<file path="src/sfpd_pkg.sv">
// Package for the framed packet deframer with Fletcher-8 checksum.
// Holds the configuration and event record types and the shared constants.
// No dependencies.
package sfpd_pkg;

   // Widths of the channel fields.
   localparam int unsigned BYTE_BITS      = 8;
   localparam int unsigned KIND_BITS      = 2;
   localparam int unsigned ERR_OUT_BITS   = 32;
   localparam int unsigned CSR_INDEX_BITS = 8;
   localparam int unsigned RSP_DATA_BITS  = 72;

   // Depth of the event queue between the parser and the output stage.
   localparam int unsigned QUEUE_DEPTH = 4;
   localparam int unsigned QUEUE_PTR_BITS = $clog2(QUEUE_DEPTH);

   // Configuration register indexes.
   localparam logic [CSR_INDEX_BITS-1:0] CSR_SYNC_FIRST        = 8'd0;
   localparam logic [CSR_INDEX_BITS-1:0] CSR_SYNC_SECOND       = 8'd1;
   localparam logic [CSR_INDEX_BITS-1:0] CSR_WANTED_DESCRIPTOR = 8'd2;
   localparam logic [CSR_INDEX_BITS-1:0] CSR_WANTED_LENGTH     = 8'd3;

   localparam logic [BYTE_BITS-1:0] WANTED_LENGTH_RESET = 8'd55;

   // Event kinds carried on the response channel.
   typedef enum logic [KIND_BITS-1:0] {
      KIND_PAYLOAD  = 2'd0,
      KIND_GOOD     = 2'd1,
      KIND_BAD      = 2'd2
   } kind_type;

   // Current configuration register values.
   typedef struct packed {
      logic [BYTE_BITS-1:0] sync_first;
      logic [BYTE_BITS-1:0] sync_second;
      logic [BYTE_BITS-1:0] wanted_descriptor;
      logic [BYTE_BITS-1:0] wanted_length;
   } cfg_type;

   // One event produced by the parser.
   typedef struct packed {
      kind_type                event_kind;
      logic [BYTE_BITS-1:0]    data_byte;
      logic [BYTE_BITS-1:0]    byte_index;
      logic [BYTE_BITS-1:0]    frame_descriptor;
      logic [BYTE_BITS-1:0]    frame_length;
      logic                    is_wanted_frame;
      logic [ERR_OUT_BITS-1:0] error_count;
   } event_type;

   // Handshake between the parser and the event queue.
   typedef struct packed {
      logic      push;
      event_type entry;
   } push_type;

endpackage

</file>
<file path="src/sfpd_front.sv">
// Front part of the deframer: accepts received bytes, tracks the frame
// phase, runs the Fletcher-8 sums and produces payload and frame events.
// Depends on sfpd_pkg.
module sfpd_front #(
   parameter int unsigned ERROR_COUNT_BITS = 32
) (
   input  logic                            clock,
   input  logic                            reset,
   input  logic                            byte_valid,
   input  logic [sfpd_pkg::BYTE_BITS-1:0]  byte_data,
   input  logic                            queue_full,
   output logic                            byte_ready,
   input  sfpd_pkg::cfg_type               cfg,
   output sfpd_pkg::push_type              push_out
);

   typedef enum logic [2:0] {
      PH_SYNC1 = 3'd0,
      PH_SYNC2 = 3'd1,
      PH_DESC  = 3'd2,
      PH_LEN   = 3'd3,
      PH_DATA  = 3'd4,
      PH_CHK1  = 3'd5,
      PH_CHK2  = 3'd6
   } phase_type;

   phase_type                        phase_ff, phase_in;
   logic [sfpd_pkg::BYTE_BITS-1:0]   desc_ff, desc_in;
   logic [sfpd_pkg::BYTE_BITS-1:0]   len_ff, len_in;
   logic [sfpd_pkg::BYTE_BITS-1:0]   pos_ff, pos_in;
   logic [sfpd_pkg::BYTE_BITS-1:0]   sum_low_ff, sum_low_in;
   logic [sfpd_pkg::BYTE_BITS-1:0]   sum_high_ff, sum_high_in;
   logic [sfpd_pkg::BYTE_BITS-1:0]   chk_ff, chk_in;
   logic [ERROR_COUNT_BITS-1:0]      reject_ff, reject_in;

   logic                             fire;
   logic [sfpd_pkg::BYTE_BITS-1:0]   add_low;
   logic [sfpd_pkg::BYTE_BITS-1:0]   add_high;
   logic [sfpd_pkg::BYTE_BITS-1:0]   pos_next;
   logic                             good;
   logic [ERROR_COUNT_BITS+sfpd_pkg::ERR_OUT_BITS-1:0] reject_ext;

   // A byte is taken whenever the queue has room for a possible event.
   assign byte_ready = !queue_full;
   assign fire       = byte_valid && byte_ready;

   // Running Fletcher-8 step and checksum compare.
   assign add_low  = sum_low_ff + byte_data;
   assign add_high = sum_high_ff + add_low;
   assign pos_next = pos_ff + 8'd1;
   assign good     = (chk_ff == sum_low_ff) && (byte_data == sum_high_ff);

   // Error count as shown on the event: low bits of the reject counter.
   assign reject_ext = {{sfpd_pkg::ERR_OUT_BITS{1'b0}}, reject_in};

   // Phase and frame state update for the accepted byte.
   always_comb begin
      phase_in    = phase_ff;
      desc_in     = desc_ff;
      len_in      = len_ff;
      pos_in      = pos_ff;
      sum_low_in  = sum_low_ff;
      sum_high_in = sum_high_ff;
      chk_in      = chk_ff;
      reject_in   = reject_ff;
      push_out.push                   = 1'b0;
      push_out.entry.event_kind       = sfpd_pkg::KIND_PAYLOAD;
      push_out.entry.data_byte        = '0;
      push_out.entry.byte_index       = '0;
      if (fire) begin
         unique case (phase_ff)
            PH_SYNC2: begin
               phase_in = (byte_data == cfg.sync_second) ? PH_DESC : PH_SYNC1;
            end
            PH_DESC: begin
               desc_in     = byte_data;
               sum_low_in  = byte_data;
               sum_high_in = byte_data;
               phase_in    = PH_LEN;
            end
            PH_LEN: begin
               len_in      = byte_data;
               sum_low_in  = add_low;
               sum_high_in = add_high;
               pos_in      = '0;
               phase_in    = (byte_data == '0) ? PH_CHK1 : PH_DATA;
            end
            PH_DATA: begin
               sum_low_in  = add_low;
               sum_high_in = add_high;
               pos_in      = pos_next;
               if (pos_next >= len_ff) begin
                  phase_in = PH_CHK1;
                  pos_in   = '0;
               end
               push_out.push             = 1'b1;
               push_out.entry.event_kind = sfpd_pkg::KIND_PAYLOAD;
               push_out.entry.data_byte  = byte_data;
               push_out.entry.byte_index = pos_ff;
            end
            PH_CHK1: begin
               chk_in   = byte_data;
               phase_in = PH_CHK2;
            end
            PH_CHK2: begin
               phase_in = PH_SYNC1;
               if (!good) begin
                  reject_in = reject_ff + 1'b1;
               end
               push_out.push             = 1'b1;
               push_out.entry.event_kind = good ? sfpd_pkg::KIND_GOOD
                                                : sfpd_pkg::KIND_BAD;
            end
            default: begin
               // Hunt for the first sync byte; the unused code acts the same.
               phase_in = (byte_data == cfg.sync_first) ? PH_SYNC2 : PH_SYNC1;
            end
         endcase
      end
      push_out.entry.frame_descriptor = desc_ff;
      push_out.entry.frame_length     = len_ff;
      push_out.entry.is_wanted_frame  = (desc_ff == cfg.wanted_descriptor) &&
                                        (len_ff == cfg.wanted_length);
      push_out.entry.error_count      = reject_ext[sfpd_pkg::ERR_OUT_BITS-1:0];
   end

   // Frame state registers.
   always_ff @(posedge clock) begin
      if (reset) begin
         phase_ff    <= PH_SYNC1;
         desc_ff     <= '0;
         len_ff      <= '0;
         pos_ff      <= '0;
         sum_low_ff  <= '0;
         sum_high_ff <= '0;
         chk_ff      <= '0;
         reject_ff   <= '0;
      end else begin
         phase_ff    <= phase_in;
         desc_ff     <= desc_in;
         len_ff      <= len_in;
         pos_ff      <= pos_in;
         sum_low_ff  <= sum_low_in;
         sum_high_ff <= sum_high_in;
         chk_ff      <= chk_in;
         reject_ff   <= reject_in;
      end
   end

endmodule

</file>
<file path="src/sfpd_queue.sv">
// Short event queue that decouples the parser from the output stage.
// Depends on sfpd_pkg.
module sfpd_queue (
   input  logic                 clock,
   input  logic                 reset,
   input  sfpd_pkg::push_type   push_in,
   output logic                 full,
   input  logic                 pop,
   output logic                 not_empty,
   output sfpd_pkg::event_type  head
);

   localparam int unsigned PB = sfpd_pkg::QUEUE_PTR_BITS;

   sfpd_pkg::event_type slot_ff [sfpd_pkg::QUEUE_DEPTH];
   logic [PB-1:0]       wr_ptr_ff, wr_ptr_in;
   logic [PB-1:0]       rd_ptr_ff, rd_ptr_in;
   logic [PB:0]         count_ff, count_in;
   logic                do_push;
   logic                do_pop;

   assign full      = (count_ff == (PB+1)'(sfpd_pkg::QUEUE_DEPTH));
   assign not_empty = (count_ff != '0);
   assign head      = slot_ff[rd_ptr_ff];
   assign do_push   = push_in.push && !full;
   assign do_pop    = pop && not_empty;

   // Pointer and occupancy update.
   always_comb begin
      wr_ptr_in = do_push ? wr_ptr_ff + 1'b1 : wr_ptr_ff;
      rd_ptr_in = do_pop ? rd_ptr_ff + 1'b1 : rd_ptr_ff;
      count_in  = count_ff;
      if (do_push && !do_pop) begin
         count_in = count_ff + 1'b1;
      end else if (do_pop && !do_push) begin
         count_in = count_ff - 1'b1;
      end
   end

   always_ff @(posedge clock) begin
      if (reset) begin
         wr_ptr_ff <= '0;
         rd_ptr_ff <= '0;
         count_ff  <= '0;
      end else begin
         wr_ptr_ff <= wr_ptr_in;
         rd_ptr_ff <= rd_ptr_in;
         count_ff  <= count_in;
      end
   end

   // Entry storage.
   always_ff @(posedge clock) begin
      if (do_push) begin
         slot_ff[wr_ptr_ff] <= push_in.entry;
      end
   end

endmodule

</file>
<file path="src/sfpd_back.sv">
// Back part of the deframer: output register that drains the event queue
// and presents events on the response channel. Depends on sfpd_pkg.
module sfpd_back (
   input  logic                                 clock,
   input  logic                                 reset,
   input  logic                                 queue_not_empty,
   input  sfpd_pkg::event_type                  queue_head,
   output logic                                 queue_pop,
   output logic                                 rsp_tvalid,
   input  logic                                 rsp_tready,
   output logic [sfpd_pkg::RSP_DATA_BITS-1:0]   rsp_tdata,
   output logic [sfpd_pkg::KIND_BITS-1:0]       rsp_tuser
);

   logic                valid_ff, valid_in;
   sfpd_pkg::event_type event_ff;

   // Load a new event when the register is empty or being taken.
   assign queue_pop = queue_not_empty && (!valid_ff || rsp_tready);

   always_comb begin
      valid_in = valid_ff;
      if (queue_pop) begin
         valid_in = 1'b1;
      end else if (rsp_tready) begin
         valid_in = 1'b0;
      end
   end

   always_ff @(posedge clock) begin
      if (reset) begin
         valid_ff <= 1'b0;
      end else begin
         valid_ff <= valid_in;
      end
   end

   always_ff @(posedge clock) begin
      if (queue_pop) begin
         event_ff <= queue_head;
      end
   end

   // Pack the event onto the channel.
   assign rsp_tvalid = valid_ff;
   assign rsp_tuser  = event_ff.event_kind;
   assign rsp_tdata  = {7'd0,
                        event_ff.error_count,
                        event_ff.is_wanted_frame,
                        event_ff.frame_length,
                        event_ff.frame_descriptor,
                        event_ff.byte_index,
                        event_ff.data_byte};

endmodule

</file>
<file path="src/sync_framed_packet_deframer_fletcher8_unit.sv">
// Two-sync-byte frame parser with Fletcher-8 checksum.
//
// Request channel (req_): one received serial byte per request in tdata.
// Response channel (rsp_): payload byte events (tuser = 0) as payload bytes
// arrive, and one good (1) or bad (2) frame event after the second check
// byte; tdata carries byte, index, descriptor, length, wanted flag and the
// running count of rejected frames. The consumer discards the payload of a
// bad frame.
// Configuration channel (csr_): index 0 first sync byte, 1 second sync byte,
// 2 wanted descriptor, 3 wanted length; other indexes are ignored. Write
// only while no frame event is outstanding.
// Throughput is one byte per cycle while the queue is not full: the parser
// updates phase and both checksum sums together for each byte. An event
// reaches rsp_ through the queue entry and then the output register.
// A four-entry event queue sits between parser and output register; when
// the receiver stalls the queue fills and req_tready drops only once it is
// full. Reset clears the queue, returns the parser to the sync hunt, zeroes
// the reject count and loads the configuration defaults (wanted length 55).
//
// Depends on sfpd_pkg, sfpd_front, sfpd_queue and sfpd_back.
module sync_framed_packet_deframer_fletcher8_unit #(
   parameter int unsigned ERROR_COUNT_BITS = 32
) (
   input  logic                                     clock,
   input  logic                                     reset,
   // Request: [7:0] rx_byte
   input  logic                                     req_tvalid,
   output logic                                     req_tready,
   input  logic [7:0]                               req_tdata,
   // Response: [7:0] data_byte, [15:8] byte_index, [23:16] frame_descriptor,
   // [31:24] frame_length, [32] is_wanted_frame, [64:33] error_count
   output logic                                     rsp_tvalid,
   input  logic                                     rsp_tready,
   output logic [sfpd_pkg::RSP_DATA_BITS-1:0]       rsp_tdata,
   // Response: [1:0] event_kind
   output logic [sfpd_pkg::KIND_BITS-1:0]           rsp_tuser,
   // Configuration write channel
   input  logic                                     csr_valid,
   output logic                                     csr_ready,
   input  logic [sfpd_pkg::CSR_INDEX_BITS-1:0]      csr_index,
   input  logic [sfpd_pkg::BYTE_BITS-1:0]           csr_wdata
);

   sfpd_pkg::cfg_type   cfg_ff, cfg_in;
   sfpd_pkg::push_type  push;
   sfpd_pkg::event_type head;
   logic                queue_full;
   logic                queue_not_empty;
   logic                queue_pop;

   // Configuration registers.
   assign csr_ready = 1'b1;

   always_comb begin
      cfg_in = cfg_ff;
      if (csr_valid) begin
         unique case (csr_index)
            sfpd_pkg::CSR_SYNC_FIRST:        cfg_in.sync_first        = csr_wdata;
            sfpd_pkg::CSR_SYNC_SECOND:       cfg_in.sync_second       = csr_wdata;
            sfpd_pkg::CSR_WANTED_DESCRIPTOR: cfg_in.wanted_descriptor = csr_wdata;
            sfpd_pkg::CSR_WANTED_LENGTH:     cfg_in.wanted_length     = csr_wdata;
            default: begin
               cfg_in = cfg_ff;
            end
         endcase
      end
   end

   always_ff @(posedge clock) begin
      if (reset) begin
         cfg_ff.sync_first        <= '0;
         cfg_ff.sync_second       <= '0;
         cfg_ff.wanted_descriptor <= '0;
         cfg_ff.wanted_length     <= sfpd_pkg::WANTED_LENGTH_RESET;
      end else begin
         cfg_ff <= cfg_in;
      end
   end

   // Parser front.
   sfpd_front #(
      .ERROR_COUNT_BITS (ERROR_COUNT_BITS)
   ) u_front (
      .clock      (clock),
      .reset      (reset),
      .byte_valid (req_tvalid),
      .byte_data  (req_tdata),
      .queue_full (queue_full),
      .byte_ready (req_tready),
      .cfg        (cfg_ff),
      .push_out   (push)
   );

   // Event queue.
   sfpd_queue u_queue (
      .clock     (clock),
      .reset     (reset),
      .push_in   (push),
      .full      (queue_full),
      .pop       (queue_pop),
      .not_empty (queue_not_empty),
      .head      (head)
   );

   // Output stage.
   sfpd_back u_back (
      .clock           (clock),
      .reset           (reset),
      .queue_not_empty (queue_not_empty),
      .queue_head      (head),
      .queue_pop       (queue_pop),
      .rsp_tvalid      (rsp_tvalid),
      .rsp_tready      (rsp_tready),
      .rsp_tdata       (rsp_tdata),
      .rsp_tuser       (rsp_tuser)
   );

endmodule

</file>
<file path="config.mk">
export PLATFORM = sky130hd
export DESIGN_NAME = sync_framed_packet_deframer_fletcher8_unit
export DESIGN_NICKNAME = d
export VERILOG_FILES = /design/src/sfpd_pkg.sv /design/src/sfpd_front.sv /design/src/sfpd_queue.sv /design/src/sfpd_back.sv /design/src/sync_framed_packet_deframer_fletcher8_unit.sv
export SDC_FILE = /design/constraint.sdc
export NUM_CORES = 1
export LEC_CHECK = 0
export ABC_AREA = 1
export ABC_CLOCK_PERIOD_IN_PS = 5300
export BUFFER_PORTS_ARGS = -buffer_cell sky130_fd_sc_hd__buf_2
export CAP_MARGIN = 20
export CORE_ASPECT_RATIO = 0.7
export CORE_MARGIN = 2
export CORE_UTILIZATION = 52
export CTS_BUF_LIST = sky130_fd_sc_hd__clkbuf_8
export DETAILED_ROUTE_END_ITERATION = 10
export GPL_TIMING_DRIVEN = 0
export PLACE_DENSITY = 0.72
export SYNTH_ARGS = -nofsm -noshare
export SYNTH_HDL_FRONTEND = slang
export SYNTH_SLANG_ARGS = --single-unit
</file>
<file path="constraint.sdc">
create_clock -name clock -period 5.3 [get_ports clock]
set_input_delay 0.53 -clock clock [delete_from_list [all_inputs] [get_ports clock]]
set_output_delay 0.53 -clock clock [all_outputs]
set_load 0.005 [all_outputs]
</file>
==> flow_metrics.py, run 1 <==
metrics = {
    "yosys": {
        "synth_edf_count": 335,
        "synth_compound_area_share_pct": 11.1,
        "ys_seq_area_share_pct": 65.7,
        "synth_area_mm2": 0.0191,
        "synth_cells": 1764,
        "synth_simple_gate_area_share_pct": 13.2,
        "synth_top_family_by_area": "simple AND/OR/NAND/NOR gates",
        "synth-seq-cells": 458,
        "synth.area.mux_share_pct": 0,
        "synthDistinctLibCells": 44,
        "synth_xor_area_share_pct": 2.68,
        "async_flop_share_pct": 0,
        "synth.avg_cell_area_um2": 10.8,
        "synth_ff_type": "edfxtp_1",
        "synthAdderAreaFrac_pct": 2.28,
        "ys_warn_count": 0,
    },
    "place": {
        "dp.cells": 2355,
        "place_hpwl_um": 31900,
        "gp_congestion": 0.928,
        "io_buffers": 95,
        "place_area_mm2": 0.0204,
    },
    "worst_setup_path": {
        "worst_setup_path_start_kind": "register",
        "crit_arrival_ns": 3.89,
        "reg2reg_depth": 9,
        "endpoint_kind": "register",
        "critPathKind": "reg -> reg",
        "cp_max_fo": 27,
        "crit_required_ns": 5.62,
    },
    "route": {
        "drt_iter0_drc": 1452,
        "post-route-drc-count": 0,
        "avgViaCountPerCell": 5.56,
        "routed-via-count": 13800,
        "drt_wl_total_um": 46600,
        "drt_first_pass_iters": 5,
        "wl_per_cell_um": 18.8,
        "drtAntennaViolNets": 0,
    },
    "clocking": {
        "clock_latency_ns": 0.63,
        "cts_tree": "yes",
        "ctsResizeCount": 0,
        "cts_setup_buffers": 0,
        "cts_buffers": 68,
        "htree_num_levels": 3,
        "holdBufCountCts": 0,
        "cts_root_buf": "clkbuf_8",
        "clk_path_buf_depth": 3,
        "clk_pin_slew_ns": 0.07,
        "clock_sinks": 458,
    },
    "floorplanning": {
        "io_pins": 106,
        "rows": 58,
        "initial_utilization_pct": 53.0,
        "die_height_um": 164,
        "dieArea_mm2": 0.0382,
        "core-area_mm2": 0.0360,
        "dieWidth_um": 233,
    },
    "run": {
        "max_cap_viol_count": 0,
    },
    "global_routing": {
        "grt_pass1_wl_um": 72900,
        "track_usage_pct": 25.0,
        "grt_pass1_vias": 13200,
        "grt_max_degree": 29,
        "grt_overflow_total": 0,
        "antenna_found_initial": 0,
    },
    "layout": {
        "fin_area_mm2": 0.0217,
        "drive_gt1_share_pct": 13.1,
        "seq_area_mm2": 0.0125,
        "final_cell_mix": "edfxtp_1, nor2_1, o21ai_0, nand2_1, inv_1",
        "layout.cells.non_filler": 2476,
        "final_common_cell": "edfxtp_1",
        "diodes": 0,
        "multi_input_area_mm2": 0.00566,
        "syn_to_final_growth_pct": 13.8,
        "final_nets": 2007,
        "nFillCells": 2950,
    },
    "pwr": {
        "power.total_mw": 9.32,
        "powerDensity_mw_per_mm2": 430,
        "vdd_ir_drop_max_v": 0.000227,
        "p_leak_nw": 8.40,
    },
    "outcome": {
        "status": "finished clean",
    },
    "timing": {
        "fmax_mhz": 280,
        "hold_viol_final": 0,
        "finalCritPeriodShare_pct": 67.4,
        "tightest_slew_ns": 0.943,
        "rsz0062_at_grt": "false",
        "setup_viol": 0,
        "fin_crit_ns": 3.57,
        "slew_headroom_pct": 36.5,
        "skew_ns": 0.0251,
        "timing.setup.tns_ns": 0,
        "finalMaxSlewViolations": 0,
    },
    "hold_path": {
        "hold_path_class": "in -> reg",
        "min_delay_path_depth": 3,
    },
}
[cell families (layout without fill, tap and decap cells)]
kind of cell    count (synthesis)  count (layout)
buf+inv                       236             462
flops                         458             458
simple gates                  591             591
xor+xnor                       55              55
other cells                     2               8
compound gates                389             389
fa+ha+maj                      33              33
[worst paths after layout]
kind                            slack [ns]                endpoint                start
worst max-delay path                  1.73  u_queue.slot_ff[0][40]  u_queue.count_ff[0]
worst min-delay path                  0.24              cfg_ff[14]         csr_wdata[6]
worst max register to register        1.73  u_queue.slot_ff[0][40]  u_queue.count_ff[0]
worst min register to register        0.50              cfg_ff[11]           cfg_ff[11]
[critical path, cell delays in order, from the launching register on]
cell	delay, ns
dfxtp_1	0.42
inv_1	0.11
nand3_1	0.14
nand2_2	0.20
buf_1	0.34
nor3_1	0.50
inv_1	0.33
nor2_4	0.69
buf_12	0.30
buf_12	0.21
[state kept, by name, indices dropped and copies added, names as in the netlist, 2 cells and up]
name                 flops
u_queue.wr_ptr_ff        2
u_front.chk_ff           8
u_front.desc_ff          8
u_front.sum_low_ff       8
u_front.pos_ff           8
u_front.len_ff           8
u_front.sum_high_ff      8
u_queue.count_ff         3
cfg_ff                  32
u_back.rsp_tuser         2
u_back.rsp_tdata        65
u_front.phase_ff         3
u_queue.slot_ff        268
u_queue.rd_ptr_ff        2
u_front.reject_ff       32
[power by group]
group | total, mW | internal [mW] | switching [mW] | leakage [nW]
sequential | 4.46 | 4.33 | 0.122 | 4.30
clock | 2.73 | 1.39 | 1.34 | 0.738
combinational | 2.13 | 0.664 | 1.47 | 3.36
[cell usage after synthesis, types with 3 or more instances]
cell      instances  area, µm²
nand3_1          45        225
nand2_2           5       31.3
a221oi_1          6       52.6
nand4_1          19        119
nor2_4            6       67.6
xor2_2            4       65.1
nor2_1          260        976
a31oi_1           6       37.5
o211ai_1          5       37.5
a21oi_1          75        375
a211oi_1         14        105
o22ai_1          68        425
o21ai_0         210       1050
xnor2_1          28        245
nor4_1            5       31.3
nand3b_1          4       30.0
inv_1           135        507
xor2_1           23        201
inv_2            16       60.1
dfxtp_1         123       2460
ha_1             30        375
nand2_1         200        751
or2_1             3       18.8
o21bai_1          3       22.5
nor2_2            3       18.8
buf_4             9       67.6
nor3_1           29        145
clkbuf_1         56        210
fa_1              3       60.1
edfxtp_1        335      10100
or2_2             5       31.3
buf_1             5       18.8
buf_2            12       60.1
[area by class of cell]
type	instances	share of cell area, %
well taps	480	2.77
multi-input cells	1076	26.1
flip-flops and latches	458	57.7
repair buffers	105	3.15
clock buffers	74	4.70
inverters	153	2.65
plain buffers	83	1.70
clock inverters	47	1.18
[stage by stage]
stage	utilization (%)	setup slack [ns]	hold slack, ns
final	60.3	1.73	0.243
after CTS	60.3	1.75	0.201
after floorplan	-	0.669	0.450
after global routing	60.3	1.49	0.209
after global placement	56.0	-2.03	0.477
after detailed placement	56.7	1.77	0.484
[layer usage]
layer | vias up | global-route usage, % | wire length, µm
li1 | 6497 | - | -
met1 | 6547 | 37.0 | 21500
met2 | 617 | 36.9 | 20000
met3 | 98 | 5.57 | 4110
met4 | 0 | 7.61 | 1080
met5 | - | 0 | 0
Power figures use the tool's default switching activity.
==> run 2, diff against run 1 <==
- ABC_AREA: 1 -> 0
- ABC_CLOCK_PERIOD_IN_PS: 5300 -> 3600
- PLACE_DENSITY: 0.72 -> 0.7
- clock period: 5.3 -> 3.6 ns (I/O delays scaled with it)
==> run 2 against run 1 <==
Compared with the run above: clock power grew 47%; non-clock buffer count down 16; flip-flop and latch count is the same; worst setup slack got worse by 1.4 ns; sequential power up 41%; synthesized cell count fell by 32%; design area down 3.1%; highest routed layer unchanged; power is 31% higher; final cell count shrank 23%; first-iteration DRC count shrank 42%; utilization rose by 0.28 points.
==> flow_metrics.py, run 2 <==
metrics = {
    "place": {
        "post-place-ws_ns": 0.216,
        "place_hpwl_um": 24100,
        "place_area_mm2": 0.0197,
        "io_buffers": 95,
        "gp_congestion": 0.911,
    },
    "clocking": {
        "ctsResizeCount": 0,
        "cts_root_buf": "clkbuf_8",
        "clock_latency_ns": 0.60,
        "cts_tree": "yes",
        "clock_sinks": 458,
        "clk_path_buf_depth": 3,
        "cts_buffers": 69,
        "htree_num_levels": 3,
        "clk_pin_slew_ns": 0.06,
    },
    "hold_path": {
        "min_from": "csr_wdata[7]",
        "hold_path_class": "in -> reg",
    },
    "timing": {
        "hold_viol_final": 0,
        "fmax_mhz": 309,
        "timing.final.ws_setup_ns": 0.364,
        "tightest_slew_ns": 1.01,
        "slew_headroom_pct": 32.6,
        "finalCritPeriodShare_pct": 89.9,
        "fin_hold_ws_ns": 0.0719,
        "finalMaxSlewViolations": 0,
        "setup_viol": 0,
        "skew_ns": 0.0240,
        "fin_crit_ns": 3.24,
        "timing.setup.tns_ns": 0,
        "rsz0062_at_grt": "false",
    },
    "layout": {
        "final_common_cell": "edfxtp_1",
        "top_register": "u_queue.slot_ff",
        "nFillCells": 2669,
        "final_nets": 1447,
        "final_cell_mix": "edfxtp_1, nor2_1, dfxtp_1, buf_2, clkbuf_8",
        "syn_to_final_growth_pct": 14.4,
        "diodes": 0,
        "drive_gt1_share_pct": 20.5,
        "largest_reg_flops": 268,
        "fin_area_mm2": 0.0210,
    },
    "pwr": {
        "vdd_ir_drop_max_v": 0.000333,
        "power.total_mw": 12.2,
        "powerDensity_mw_per_mm2": 581,
        "p_leak_nw": 7.62,
    },
    "yosys": {
        "synth_area_mm2": 0.0184,
        "synth.area.top_cells": "edfxtp_1, dfxtp_1, mux4_2",
        "async_flop_share_pct": 0,
        "ys_seq_area_share_pct": 68.1,
        "synth_ff_type": "edfxtp_1",
        "synth.avg_cell_area_um2": 15.3,
        "synth_edf_count": 335,
        "synth_cells": 1202,
        "synth-seq-cells": 458,
        "netlist.area_leader.share_pct": 54.7,
        "synth_commonest_cells": "edfxtp_1, nor2_1, dfxtp_1",
        "ys_warn_count": 0,
        "synth_top_cell_by_area": "edfxtp_1",
        "synthDistinctLibCells": 55,
        "synth.most_common_cell": "edfxtp_1",
    },
    "floorplanning": {
        "dieArea_mm2": 0.0369,
        "die_height_um": 161,
        "core-area_mm2": 0.0347,
        "rows": 57,
        "initial_utilization_pct": 52.9,
        "dieWidth_um": 229,
        "io_pins": 106,
    },
    "global_routing": {
        "antenna_found_initial": 0,
        "grt_pass1_vias": 10400,
        "grt_max_degree": 57,
        "grt_overflow_total": 0,
        "track_usage_pct": 20.9,
        "grt_pass1_wl_um": 58900,
    },
    "route": {
        "wl_per_cell_um": 19.6,
        "drtAntennaViolNets": 0,
        "drt_iter0_drc": 838,
        "routed-via-count": 10300,
        "drt_first_pass_iters": 7,
        "avgViaCountPerCell": 5.40,
        "post-route-drc-count": 0,
        "drt_wl_total_um": 37500,
    },
    "worst_setup_path": {
        "r2r-start": "u_front.pos_ff[2]",
        "critPathKind": "reg -> reg",
        "cp_max_fo": 7,
        "endpoint_kind": "register",
        "worst_setup_path_start_kind": "register",
        "crit_arrival_ns": 3.76,
        "crit_required_ns": 4.12,
        "crit_path_start": "u_front.pos_ff[2]",
    },
    "run": {
        "max_cap_viol_count": 0,
    },
    "outcome": {
        "status": "finished clean",
    },
}
run 2: changes by cell type in the layout (fill, tap and decap cells not counted), moves of 23 or more:
| cell | delta |
|---|---|
| a21oi_1 | -29 |
| and3_1 | +25 |
| inv_1 | -106 |
| mux2i_1 | +40 |
| mux4_2 | +67 |
| nand2_1 | -174 |
| nand3_1 | -23 |
| nor2_1 | -127 |
| nor2b_1 | +32 |
| o21ai_0 | -200 |
| o22ai_1 | -67 |
| xnor2_1 | +28 |
| xor2_1 | +23 |
run 2: stage by stage:
| step | cells | utilization [%] |
|---|---|---|
| after global placement | 1775 | 56.1 |
| after CTS | 1911 | 60.5 |
| after detailed placement | 1782 | 56.7 |
| final | 1911 | 60.5 |
| after floorplan | 1208 | - |
| after global routing | 1911 | 60.5 |
run 2: worst max-delay path, stage by stage (launching register included):
cell and delay (ns):
dfxtp_1 0.43, nand3_1 0.18, inv_1 0.12, nand3_1 0.16, nor2_1 0.17, xor2_1 0.30
ha_1 0.30, and3_1 0.18, a211oi_1 0.24, o21ai_1 0.24, a211oi_2 0.54, nand3b_1 0.14
a21oi_1 0.17
run 2: layout make-up:
cell class                 instances  area [µm²]  share of cell area (%)
sequential                       458       12500                    59.6
multi-input combinational        656        5500                    26.1
clock buffer                      72         991                    4.71
timing repair buffer             106         708                    3.37
tap                              472         591                    2.81
clock inverter                    53         309                    1.47
buffer                            66         302                    1.43
inverter                          28         105                   0.500
run 2: routing by layer:
| layer | vias up | part of all wire, % | track usage, % |
|---|---|---|---|
| li1 | 4819 | - | - |
| met1 | 5133 | 48 | 31.5 |
| met2 | 310 | 44 | 30.8 |
| met3 | 63 | 6.1 | 4.10 |
| met4 | 0 | 2.1 | 6.65 |
| met5 | - | 0 | 0 |
run 2: worst paths after layout:
path / end / slack [ns] / cells after the start
max reg2reg: u_front.pos_ff[2] / 0.36 / 12
min: cfg_ff[31] / 0.07 / 3
max: u_front.pos_ff[2] / 0.36 / 12
min reg2reg: cfg_ff[0] / 0.49 / 1
run 2: cells by family (layout without fill, tap and decap cells):
family | after synthesis | in the layout | synth area share, %
AO/OA/AOI/OAI | 90 | 90 | 2.97
multiplexers | 109 | 109 | 10.5
adder cells (fa/ha/maj) | 33 | 33 | 2.37
XOR/XNOR | 105 | 105 | 5.13
buffers and inverters | 94 | 325 | 2.21
flip-flops | 458 | 458 | 68.1
AND/OR/NAND/NOR | 311 | 311 | 8.65
other | 2 | 8 | 0.0409
run 2: what timing repair did:
item                      CTS  global route
buffers inserted            0             0
hold buffers                4             0
hold endpoints to repair    4             0
run 2: where the power goes:
group	switching, mW	internal, mW	total (mW)	leakage [nW]
registers	0.124	6.18	6.30	3.95
logic	0.990	0.904	1.89	2.93
clock network	1.94	2.08	4.02	0.747
total	3.06	9.17	12.2	7.62
==> run 3, diff against run 2 <==
- CTS_BUF_LIST: sky130_fd_sc_hd__clkbuf_8 -> not set
==> run 3 against run 2 <==
Compared with the run above: clock power increased by 21%; worst setup slack lost 0.035 ns; register-to-register slack got worse by 0.03 ns; utilization increased by 0.53 points; sequential share of layout area down 0.52 points; flip-flop and latch count unchanged; largest power group unchanged.
==> flow_metrics.py, run 3 (synthesis gave the netlist of run 2 again) <==
metrics = {
    "outcome": {
        "status": "finished clean",
    },
    "worst_setup_path": {
        "crit_arrival_ns": 3.74,
        "critPathKind": "reg -> reg",
        "worstPathCellList": "nand3_1 > inv_1 > nand3_1 > nor2_1 > xor2_1 > ha_1 > and3_1 > a211oi_1 > o21ai_1 > a211oi_2 > nand3b_1 > a21oi_1",
        "cp_slowest_stage_delay_ns": 0.53,
        "reg2reg_depth": 12,
        "crit_cells": 12,
        "worst_setup_path_start_kind": "register",
        "critical-path-top-delay-family": "compound AO/OA/AOI/OAI gates",
        "endpoint_kind": "register",
        "crit_buf_inv": 1,
        "crit_required_ns": 4.07,
        "critPathSlowestCell": "a211oi_2",
        "cp_max_fo": 7,
        "critPathMostFrequentCell": "nand3_1",
    },
    "clocking": {
        "cts_buffers": 43,
        "holdBufCountCts": 0,
        "clock_sinks": 458,
        "clk_pin_slew_ns": 0.07,
        "ctsResizeCount": 0,
        "clock_latency_ns": 0.55,
        "cts_setup_buffers": 0,
        "cts_tree": "yes",
        "htree_num_levels": 2,
        "clk_path_buf_depth": 3,
        "cts_root_buf": "clkbuf_16",
    },
    "floorplanning": {
        "die_height_um": 161,
        "dieWidth_um": 229,
        "core-area_mm2": 0.0347,
        "initial_utilization_pct": 52.9,
        "io_pins": 106,
        "rows": 57,
        "dieArea_mm2": 0.0369,
    },
    "layout": {
        "seq_area_mm2": 0.0125,
        "top_register": "u_queue.slot_ff",
        "final_common_cell": "edfxtp_1",
        "diodes": 0,
        "drive_gt1_share_pct": 19.6,
        "largest_reg_flops": 268,
        "syn_to_final_growth_pct": 15.4,
        "fin_area_mm2": 0.0212,
        "nFillCells": 2611,
        "final_nets": 1417,
        "multi_input_area_mm2": 0.00550,
        "final_cell_mix": "edfxtp_1, nor2_1, dfxtp_1, buf_2, mux4_2",
    },
    "pwr": {
        "power.total_mw": 13.0,
        "powerDensity_mw_per_mm2": 615,
        "vdd_ir_drop_max_v": 0.000348,
        "p_leak_nw": 7.61,
    },
    "timing": {
        "fin_hold_ws_ns": 0.0691,
        "skew_ns": 0.0171,
        "slew_headroom_pct": 34.3,
        "rsz0062_at_grt": "false",
        "timing.setup.tns_ns": 0,
        "fmax_mhz": 306,
        "hold_viol_final": 0,
        "finalCritPeriodShare_pct": 90.9,
        "fin_crit_ns": 3.27,
        "finalMaxSlewViolations": 0,
        "setup_viol": 0,
        "tightest_slew_ns": 0.985,
    },
    "route": {
        "drt_iter0_drc": 818,
        "drtAntennaViolNets": 0,
        "drt_first_pass_iters": 4,
        "routed-via-count": 10100,
        "avgViaCountPerCell": 5.43,
        "wl_per_cell_um": 20.0,
        "post-route-drc-count": 0,
        "drt_wl_total_um": 37200,
    },
    "global_routing": {
        "grt_pass1_wl_um": 58300,
        "track_usage_pct": 20.5,
        "grt_pass1_vias": 10200,
        "grt_overflow_total": 0,
        "grt_max_degree": 57,
        "antenna_found_initial": 0,
    },
    "place": {
        "place_hpwl_um": 24100,
        "gp_congestion": 0.911,
        "io_buffers": 95,
        "place_area_mm2": 0.0197,
    },
    "hold_path": {
        "min_delay_path_depth": 3,
        "hold_path_class": "in -> reg",
    },
    "run": {
        "max_cap_viol_count": 0,
    },
}
run 3: worst paths after layout:
path                startpoint                end  slack, ns
max          u_front.pos_ff[2]  u_front.pos_ff[2]       0.33
min               csr_wdata[5]         cfg_ff[29]       0.07
max reg2reg  u_front.pos_ff[2]  u_front.pos_ff[2]       0.33
min reg2reg          cfg_ff[0]          cfg_ff[0]       0.49
run 3: cell type report:
cell class	count	share of cell area [%]
clock inverter	19	1.32
tap	472	2.78
timing repair buffer	102	3.15
buffer	66	1.42
sequential	458	59.0
multi-input combinational	656	25.9
inverter	28	0.496
clock buffer	61	5.87
run 3: metrics by stage:
step                std cells  utilization [%]  setup slack (ns)
global route             1862             61.1            0.0365
detailed placement       1782             56.7             0.216
global placement         1775             56.1             -1.20
finish                   1862             61.1             0.329
floorplan                1208                -           0.00618
CTS                      1862             61.1             0.418
run 3: worst min-delay path: stages:
cell	delay, ns
buf_2	0.09
mux2i_1	0.06
nor2_1	0.07
run 3: where the power goes:
part | leakage [nW] | switching [mW] | internal (mW)
combinational | 2.91 | 0.988 | 0.901
sequential | 3.95 | 0.125 | 6.18
clock | 0.750 | 1.93 | 2.92
run 3: layer usage:
layer  part of all wire (%)  global-route usage, %
met5                      0                      0
met4                    1.7                   5.20
met3                    5.1                   3.74
met2                     44                   30.8
met1                     49                   31.3
